--- config.mk ---
export PLATFORM = sky130hd
export DESIGN_NAME = tabu_move_fifo_lookup_core
export DESIGN_NICKNAME = d
export VERILOG_FILES = /design/src/design/tmfl_pkg.sv /design/src/design/tmfl_ctrl.sv /design/src/design/tmfl_dpath.sv /design/src/design/tabu_move_fifo_lookup_core.sv
export VERILOG_INCLUDE_DIRS = /design/src /design/src/design
export SDC_FILE = /design/constraint.sdc
export NUM_CORES = 2
export LEC_CHECK = 0
export BUFFER_PORTS_ARGS = -buffer_cell sky130_fd_sc_hd__clkbuf_2
export CAP_MARGIN = 20
export CORE_MARGIN = 5
export CORE_UTILIZATION = 30
export CTS_CLUSTER_SIZE = 8
export DETAILED_ROUTE_END_ITERATION = 12
export PLACE_DENSITY = 0.44
export SYNTH_ARGS = -nofsm -noshare
export SYNTH_HDL_FRONTEND = slang
export SYNTH_SLANG_ARGS = --single-unit
--- constraint.sdc ---
create_clock -name aclk -period 6.1 [get_ports aclk]
set_input_delay 1.83 -clock aclk [delete_from_list [all_inputs] [get_ports aclk]]
set_output_delay 1.83 -clock aclk [all_outputs]
set_load 0.03 [all_outputs]
--- src/design/tabu_move_fifo_lookup_core_defines.svh ---
// Assertion macros shared by the tabu move list RTL.
`ifndef TABU_MOVE_FIFO_LOOKUP_CORE_DEFINES_SVH
`define TABU_MOVE_FIFO_LOOKUP_CORE_DEFINES_SVH

`ifndef SYNTHESIS
`define TMFL_ASSERT(lbl, clk, rst_n, prop, msg) \
    lbl: assert property (@(posedge clk) disable iff (!rst_n) (prop)) else $error(msg);
`define TMFL_ASSERT_NEXT(lbl, clk, rst_n, ante, cons, msg) \
    lbl: assert property (@(posedge clk) disable iff (!rst_n) (ante) |=> (cons)) else $error(msg);
`else
`define TMFL_ASSERT(lbl, clk, rst_n, prop, msg)
`define TMFL_ASSERT_NEXT(lbl, clk, rst_n, ante, cons, msg)
`endif

`endif

--- src/design/tmfl_pkg.sv ---
`timescale 1ns / 1ps
// Shared types, codes and helpers for the tabu move list.
package tmfl_pkg;

    localparam int unsigned MAX_ENTRIES_DEF  = 64;
    localparam int unsigned NODE_COUNT_DEF   = 1024;
    localparam int unsigned TENURE_W         = 7;
    localparam int unsigned REQ_W            = 2;
    localparam int unsigned DATA_W           = 32;
    localparam int unsigned ADDR_W           = 3;
    localparam logic [TENURE_W-1:0] START_TENURE_RST = 7'd8;
    localparam logic [0:0] REG_START_TENURE  = 1'b0;

    typedef enum logic [REQ_W-1:0] {
        REQ_CHECK  = 2'd0,
        REQ_ADD    = 2'd1,
        REQ_RESIZE = 2'd2,
        REQ_CLEAR  = 2'd3
    } tmfl_req_t;

    typedef enum logic {
        S_IDLE = 1'b0,
        S_EXEC = 1'b1
    } tmfl_state_t;

    typedef struct packed {
        logic capture;
        logic execute;
    } tmfl_cmd_t;

    function automatic int unsigned clamp_tenure(input logic [TENURE_W-1:0] t,
                                                 input int unsigned max_entries);
        int unsigned v;
        v = int'(t);
        if (v < 1) begin
            return 1;
        end
        if (v > max_entries) begin
            return max_entries;
        end
        return v;
    endfunction

endpackage

--- src/design/tmfl_ctrl.sv ---
`timescale 1ns / 1ps
// Controller: request capture, execute sequencing and result beat valid.
`include "tabu_move_fifo_lookup_core_defines.svh"
module tmfl_ctrl (
    input  logic                aclk,
    input  logic                aresetn,
    input  logic                s_valid,
    output logic                s_ready,
    output logic                m_valid,
    input  logic                m_ready,
    output tmfl_pkg::tmfl_cmd_t cmd
);

    tmfl_pkg::tmfl_state_t state_reg, state_next;
    logic                  m_valid_reg, m_valid_next;

    always_ff @(posedge aclk) begin
        if (!aresetn) begin
            state_reg   <= tmfl_pkg::S_IDLE;
            m_valid_reg <= 1'b0;
        end else begin
            state_reg   <= state_next;
            m_valid_reg <= m_valid_next;
        end
    end

    always_comb begin
        state_next = state_reg;
        unique case (state_reg)
            tmfl_pkg::S_IDLE: begin
                if (s_valid) begin
                    state_next = tmfl_pkg::S_EXEC;
                end
            end
            tmfl_pkg::S_EXEC: begin
                if (!m_valid_reg || m_ready) begin
                    state_next = tmfl_pkg::S_IDLE;
                end
            end
            default: state_next = tmfl_pkg::S_IDLE;
        endcase
    end

    always_comb begin
        s_ready     = 1'b0;
        cmd.capture = 1'b0;
        cmd.execute = 1'b0;
        unique case (state_reg)
            tmfl_pkg::S_IDLE: begin
                s_ready     = 1'b1;
                cmd.capture = s_valid;
            end
            tmfl_pkg::S_EXEC: begin
                cmd.execute = !m_valid_reg || m_ready;
            end
            default: begin
                s_ready = 1'b0;
            end
        endcase
        if (cmd.execute) begin
            m_valid_next = 1'b1;
        end else if (m_ready) begin
            m_valid_next = 1'b0;
        end else begin
            m_valid_next = m_valid_reg;
        end
    end

    assign m_valid = m_valid_reg;

    `TMFL_ASSERT(a_capture_idle, aclk, aresetn, !cmd.capture || state_reg == tmfl_pkg::S_IDLE, "capture outside idle")
    `TMFL_ASSERT_NEXT(a_exec_shows, aclk, aresetn, cmd.execute, m_valid_reg, "executed beat not shown")
    `TMFL_ASSERT_NEXT(a_result_held, aclk, aresetn, m_valid_reg && !m_ready, m_valid_reg, "result beat dropped")

endmodule

--- src/design/tmfl_dpath.sv ---
`timescale 1ns / 1ps
// Datapath: request registers, shifting entry cells with comparators, count and tenure.
`include "tabu_move_fifo_lookup_core_defines.svh"
module tmfl_dpath #(
    parameter int unsigned MAX_ENTRIES = tmfl_pkg::MAX_ENTRIES_DEF,
    parameter int unsigned NODE_COUNT  = tmfl_pkg::NODE_COUNT_DEF
) (
    input  logic                              aclk,
    input  logic                              aresetn,
    input  tmfl_pkg::tmfl_cmd_t               cmd,
    input  logic [tmfl_pkg::REQ_W-1:0]        s_req_type,
    input  logic [$clog2(NODE_COUNT)-1:0]     s_first_node,
    input  logic [$clog2(NODE_COUNT)-1:0]     s_second_node,
    input  logic [tmfl_pkg::TENURE_W-1:0]     s_req_tenure,
    input  logic [tmfl_pkg::TENURE_W-1:0]     start_tenure,
    output logic                              m_is_tabu,
    output logic [tmfl_pkg::TENURE_W-1:0]     m_entry_count,
    output logic [tmfl_pkg::TENURE_W-1:0]     m_tenure_now
);

    localparam int unsigned NODE_W = $clog2(NODE_COUNT);
    localparam int unsigned PAIR_W = 2 * NODE_W;
    localparam int unsigned CNT_W  = $clog2(MAX_ENTRIES + 1);
    localparam logic [CNT_W-1:0] CAP_RST =
        CNT_W'(tmfl_pkg::clamp_tenure(tmfl_pkg::START_TENURE_RST, MAX_ENTRIES));

    tmfl_pkg::tmfl_req_t               req_reg;
    logic [PAIR_W-1:0]                 pair_reg;
    logic [tmfl_pkg::TENURE_W-1:0]     want_reg;
    logic [PAIR_W-1:0]                 entry_reg [MAX_ENTRIES];
    logic [CNT_W-1:0]                  fill_reg, fill_next;
    logic [CNT_W-1:0]                  cap_reg, cap_next;
    logic [MAX_ENTRIES-1:0]            match_vec;
    logic                              full;
    logic                              add_now;
    logic                              is_tabu_reg;
    logic [tmfl_pkg::TENURE_W-1:0]     count_reg;
    logic [tmfl_pkg::TENURE_W-1:0]     tenure_reg;

    always_ff @(posedge aclk) begin
        if (cmd.capture) begin
            req_reg  <= tmfl_pkg::tmfl_req_t'(s_req_type);
            pair_reg <= (s_first_node < s_second_node) ? {s_first_node, s_second_node}
                                                       : {s_second_node, s_first_node};
            want_reg <= s_req_tenure;
        end
    end

    assign full    = fill_reg == cap_reg;
    assign add_now = cmd.execute && req_reg == tmfl_pkg::REQ_ADD;

    for (genvar k = 0; k < MAX_ENTRIES; k++) begin : g_cell
        assign match_vec[k] = (entry_reg[k] == pair_reg) && (CNT_W'(k) < fill_reg);
        if (k + 1 < MAX_ENTRIES) begin : g_shift
            always_ff @(posedge aclk) begin
                if (add_now) begin
                    if (full) begin
                        if (CNT_W'(k + 1) < cap_reg) begin
                            entry_reg[k] <= entry_reg[k + 1];
                        end else if (CNT_W'(k + 1) == cap_reg) begin
                            entry_reg[k] <= pair_reg;
                        end
                    end else if (fill_reg == CNT_W'(k)) begin
                        entry_reg[k] <= pair_reg;
                    end
                end
            end
        end else begin : g_last
            always_ff @(posedge aclk) begin
                if (add_now) begin
                    if (full) begin
                        if (CNT_W'(k + 1) == cap_reg) begin
                            entry_reg[k] <= pair_reg;
                        end
                    end else if (fill_reg == CNT_W'(k)) begin
                        entry_reg[k] <= pair_reg;
                    end
                end
            end
        end
    end

    always_comb begin
        fill_next = fill_reg;
        cap_next  = cap_reg;
        unique case (req_reg)
            tmfl_pkg::REQ_CHECK: begin
                fill_next = fill_reg;
            end
            tmfl_pkg::REQ_ADD: begin
                if (!full) begin
                    fill_next = fill_reg + CNT_W'(1);
                end
            end
            tmfl_pkg::REQ_RESIZE: begin
                cap_next  = CNT_W'(tmfl_pkg::clamp_tenure(want_reg, MAX_ENTRIES));
                fill_next = (fill_reg > cap_next) ? cap_next : fill_reg;
            end
            tmfl_pkg::REQ_CLEAR: begin
                fill_next = '0;
                cap_next  = CNT_W'(tmfl_pkg::clamp_tenure(start_tenure, MAX_ENTRIES));
            end
            default: fill_next = fill_reg;
        endcase
    end

    always_ff @(posedge aclk) begin
        if (!aresetn) begin
            fill_reg <= '0;
            cap_reg  <= CAP_RST;
        end else if (cmd.execute) begin
            fill_reg <= fill_next;
            cap_reg  <= cap_next;
        end
    end

    always_ff @(posedge aclk) begin
        if (cmd.execute) begin
            is_tabu_reg <= (req_reg == tmfl_pkg::REQ_CHECK) && (|match_vec);
            count_reg   <= tmfl_pkg::TENURE_W'(fill_next);
            tenure_reg  <= tmfl_pkg::TENURE_W'(cap_next);
        end
    end

    assign m_is_tabu     = is_tabu_reg;
    assign m_entry_count = count_reg;
    assign m_tenure_now  = tenure_reg;

    `TMFL_ASSERT(a_fill_in_cap, aclk, aresetn, fill_reg <= cap_reg, "fill count above tenure")
    `TMFL_ASSERT(a_cap_range, aclk, aresetn, cap_reg != '0 && cap_reg <= CNT_W'(MAX_ENTRIES), "tenure out of range")
    `TMFL_ASSERT_NEXT(a_clear_empties, aclk, aresetn, cmd.execute && req_reg == tmfl_pkg::REQ_CLEAR, fill_reg == '0, "clear left entries")

endmodule

--- src/design/tabu_move_fifo_lookup_core.sv ---
`timescale 1ns / 1ps
// Top level of the tabu move list: configuration register, controller and datapath.
//  channel   | handshake              | payload
//  s_ (req)  | s_valid / s_ready      | req_type, first_node, second_node, req_tenure
//  m_ (res)  | m_valid / m_ready      | is_tabu, entry_count, tenure_now
//  apb (cfg) | psel, penable, pready  | paddr, pwrite, pwdata, prdata
// A request beat is captured in the idle state, then compared and applied to the cells in execute.
// The execute cycle waits while an earlier result beat is still not taken by m_ready.
// Every entry cell has its own comparator, so the check and shift finish within the execute step.
// aresetn (synchronous) empties the list and loads the reset tenure; no clearing pass.
module tabu_move_fifo_lookup_core #(
    parameter int unsigned MAX_ENTRIES = tmfl_pkg::MAX_ENTRIES_DEF,
    parameter int unsigned NODE_COUNT  = tmfl_pkg::NODE_COUNT_DEF
) (
    input  logic                              aclk,
    input  logic                              aresetn,
    input  logic                              s_valid,
    output logic                              s_ready,
    input  logic [tmfl_pkg::REQ_W-1:0]        s_req_type,
    input  logic [$clog2(NODE_COUNT)-1:0]     s_first_node,
    input  logic [$clog2(NODE_COUNT)-1:0]     s_second_node,
    input  logic [tmfl_pkg::TENURE_W-1:0]     s_req_tenure,
    output logic                              m_valid,
    input  logic                              m_ready,
    output logic                              m_is_tabu,
    output logic [tmfl_pkg::TENURE_W-1:0]     m_entry_count,
    output logic [tmfl_pkg::TENURE_W-1:0]     m_tenure_now,
    input  logic                              psel,
    input  logic                              penable,
    input  logic                              pwrite,
    input  logic [tmfl_pkg::ADDR_W-1:0]       paddr,
    input  logic [tmfl_pkg::DATA_W-1:0]       pwdata,
    output logic [tmfl_pkg::DATA_W-1:0]       prdata,
    output logic                              pready
);

    tmfl_pkg::tmfl_cmd_t              cmd;
    logic [tmfl_pkg::TENURE_W-1:0]    start_tenure_reg;
    logic                             sel_start;

    assign pready    = 1'b1;
    assign sel_start = paddr[tmfl_pkg::ADDR_W-1:2] == tmfl_pkg::REG_START_TENURE;

    always_ff @(posedge aclk) begin
        if (!aresetn) begin
            start_tenure_reg <= tmfl_pkg::START_TENURE_RST;
        end else if (psel && penable && pwrite && sel_start) begin
            start_tenure_reg <= pwdata[tmfl_pkg::TENURE_W-1:0];
        end
    end

    assign prdata = sel_start ? tmfl_pkg::DATA_W'(start_tenure_reg) : '0;

    tmfl_ctrl u_ctrl (
        .aclk    (aclk),
        .aresetn (aresetn),
        .s_valid (s_valid),
        .s_ready (s_ready),
        .m_valid (m_valid),
        .m_ready (m_ready),
        .cmd     (cmd)
    );

    tmfl_dpath #(
        .MAX_ENTRIES (MAX_ENTRIES),
        .NODE_COUNT  (NODE_COUNT)
    ) u_dpath (
        .aclk          (aclk),
        .aresetn       (aresetn),
        .cmd           (cmd),
        .s_req_type    (s_req_type),
        .s_first_node  (s_first_node),
        .s_second_node (s_second_node),
        .s_req_tenure  (s_req_tenure),
        .start_tenure  (start_tenure_reg),
        .m_is_tabu     (m_is_tabu),
        .m_entry_count (m_entry_count),
        .m_tenure_now  (m_tenure_now)
    );

endmodule
==> qor.txt <==
Synth Area in Compound Gates: 2.955%
Post-Synth XOR/XNOR Area: 14.84%
core region area: 0.2516 mm^2
hold path depth: 2
TritonRoute pass-1 iters: 6
clock skew: 0.05560 ns
R2R Path End: u_dpath.m_is_tabu$_DFFE_PP_
initial antenna violation count: 8
multiplexer share of the synthesized area: 18.92%
number of synthesized flops with an enable pin: 1324
CTS Buf Count: 188
port bufs: 67
Final Hold Vio Count: 0
critical path's top delay family: compound AO/OA/AOI/OAI gates
crit-path max FO: 14
TNS Setup: 0 ns
Fmax: 199.3 MHz
GRT Total Usage: 19.63%
global-route wire length before repair: 377000 um
R2R Path Start: u_dpath.fill_reg[3]$_SDFFE_PN0P_
Root Buffer: clkbuf_16
H-tree Lvls: 4
Synth Area in Simple Gates: 6.508%
placement row count: 184
max-slew violations: 0
gpl congestion: 0.9548
vias in the first global route: 49250
area grow syn2layout: 14.68%
worst hold path class: flop to flop
met2 WL: 123100 um
crit path cell chain: nand2_1 -> buf_4 -> nand2_1 -> nand4_1 -> o311ai_0 -> nor4_1 -> buf_4 -> a41oi_1
max_slew headroom: 14.78%
antenna-violating nets left: 0
Seq/Total Area, Yosys: 52.95%
Synth Area in Adders: 0.3294%
critical path required time: 6.59 ns
max reg flops: 1280
DR iter-0 viols: 3779
hold_sp: u_ctrl.m_valid$_SDFFE_PN0P_
Post-Synthesis Cells: 5715
met3 wire len: 12420 um
critical path class: flop to flop
die height: 513.2 um
Worst-Margin Slew: 1.267 ns
Worst EP arrival: 5.51 ns
largest family of logic cells by synthesized area: multiplexers
# nets final: 5872
critical path launch point type: flop
area of the multi-input gates: 0.03366 mm^2
Final min period: 5.017 ns
Resize count post-CTS: 0
Setup Buffers After CTS: 0
DRT Wirelength: 264800 um
vias: 47350
largest net degree at the start of global routing: 68
Avg Cell Area, Syn: 13.29 um^2
overall power: 22.79 mW
Post-synth ARST share: 0%
met1 wire length: 119300 um
Top FF cell, synth: edfxtp_1
Post-Syn Area: 0.07596 mm^2
Filler Cells Inserted: 24420
Starting Density: 30.19%
CTS tree: built
overall die width: 513.2 um
Synth Warn #: 0
Worst-path clk slew: 0.05 ns
Hold Buf Count CTS: 0
DRC errors left: 0
DR top layer: met4
Power per Cell Area: 261.6 mW/mm^2
clock latency on the worst-skew pair: 0.85 ns
synth unique cells: 75
Critical Path End Type: flop
Max VDD drop: 0.0002335 V
Worst path slowest cell: o311ai_0
Vias/cell: 5.158
outcome: finished clean
Leakage: 27.82 nW
die area: 0.2634 mm^2
Clock Tree Buf Depth: 3
overflow left after global routing: 0
Endpoint, Worst Hold: u_ctrl.m_valid$_SDFFE_PN0P_
Buf/Inv on CP: 2
period utilization: 82.25%
share of layout cells above drive strength 1: 33.24%
dpl hpwl: 192600 um
num ports: 121
final setup fails: 0
crit-path max cell delay: 1.00 ns
r2r setup slk: 1.08 ns
clock sink count: 1347
Reg2Reg Depth: 8
RSZ-0062 raised after global routing: false
synthesis-stage register bit count: 1347
max cap viols: 0
Reg area: 0.04022 mm^2
routed len/inst: 28.84 um
-- power by group --
| group | internal, mW | leakage [nW] | total [mW] | switching (mW) |
|---|---|---|---|---|
| clock | 5.56 | 2.50 | 9.70 | 4.14 |
| sequential | 10.1 | 12.1 | 10.2 | 0.117 |
| combinational | 0.965 | 13.2 | 2.86 | 1.90 |
| total | 16.6 | 27.8 | 22.8 | 6.16 |
-- cells in the final DEF (no fill, tap or decap), types with 90 or more instances in the layout --
| cell type | synthesis | layout |
|---|---|---|
| clkbuf_16 | 0 | 190 |
| xnor2_1 | 761 | 761 |
| nor4_1 | 180 | 173 |
| nand2_1 | 90 | 90 |
| nand4_1 | 232 | 232 |
| xor2_1 | 526 | 526 |
| nor3_1 | 93 | 93 |
| edfxtp_1 | 1324 | 1324 |
| mux2_2 | 1202 | 1202 |
| buf_4 | 39 | 235 |
-- per-layer routing --
layer	global-route usage, %	vias up
met5	0	-
met4	6.877	0
met3	3.144	363
met2	31.97	1239
met1	26.52	24510
li1	-	21230
-- area by class of cell --
type	instances	area share [%]
Multi-Input combinational cell	3825	38.63
Clock buffer	218	5.578
Inverter	26	0.1120
Clock inverter	18	0.3260
Tap cell	3348	4.809
Timing Repair Buffer	393	4.358
Sequential cell	1347	46.17
Antenna cell	5	0.01436
-- worst register-to-register path, stage by stage (launching register included) --
cell and delay (ns):
dfxtp_1 0.91, nand2_1 0.80, buf_4 0.41, nand2_1 0.19
nand4_1 0.19, o311ai_0 1.00, nor4_1 0.12, buf_4 0.21
a41oi_1 0.83
-- worst max-delay path by stage --
stage,from,endpoint,slack [ns],cells after the start
floorplan,m_ready,u_dpath.entry_reg[1][340]$_DFFE_PP_,1.32,8
global placement,m_ready,u_dpath.entry_reg[1][515]$_DFFE_PP_,1.0,13
detailed placement,m_ready,u_dpath.entry_reg[1][515]$_DFFE_PP_,0.98,13
CTS,u_dpath.pair_reg[8]$_DFFE_PP_,u_dpath.m_is_tabu$_DFFE_PP_,1.32,9
global route,u_dpath.fill_reg[2]$_SDFFE_PN0P_,u_dpath.entry_reg[0][429]$_DFFE_PP_,1.24,10
finish,u_dpath.fill_reg[3]$_SDFFE_PN0P_,u_dpath.m_is_tabu$_DFFE_PP_,1.08,8
-- cell usage after synthesis (23+ instances only) --
cell	instances	area, um^2
a21oi_1	37	185.2
buf_1	31	116.4
buf_2	279	1396
buf_4	39	292.8
clkbuf_1	188	705.7
dfxtp_1	23	460.4
edfxtp_1	1324	39760
inv_1	24	90.09
mux2_1	44	495.5
mux2_2	1202	13540
nand2_1	90	337.8
nand3_1	68	340.3
nand4_1	232	1451
nor2_1	107	401.6
nor2b_1	26	162.7
nor3_1	93	465.5
nor4_1	180	1126
o2111ai_1	23	201.4
o211ai_1	28	210.2
o21ai_0	63	315.3
xnor2_1	761	6665
xor2_1	526	4607
-- stage by stage --
| stage | util, % | std cells | cell area [um^2] | worst slack, ns | hold slack [ns] |
|---|---|---|---|---|---|
| detailed placement | 32.45 | 8919 | 81660 | 0.9799 | 0.5111 |
| global route | 34.62 | 9176 | 87100 | 1.244 | 0.5636 |
| global placement | 32.26 | 8894 | 81180 | 0.9981 | 0.5048 |
| floorplan | - | 5739 | 76050 | 1.318 | 0.4206 |
| CTS | 34.50 | 9155 | 86800 | 1.323 | 0.5183 |
| finish | 34.62 | 9180 | 87110 | 1.083 | 0.5173 |
-- cell families after synthesis --
logic type,count (synthesis)
multiplexers,1273
buffers and inverters,567
flip-flops,1347
AND/OR/NAND/NOR,894
AO/OA/AOI/OAI,325
XOR/XNOR,1287
adder cells (fa/ha/maj),20
other,2
Power figures use the tool's default switching activity.
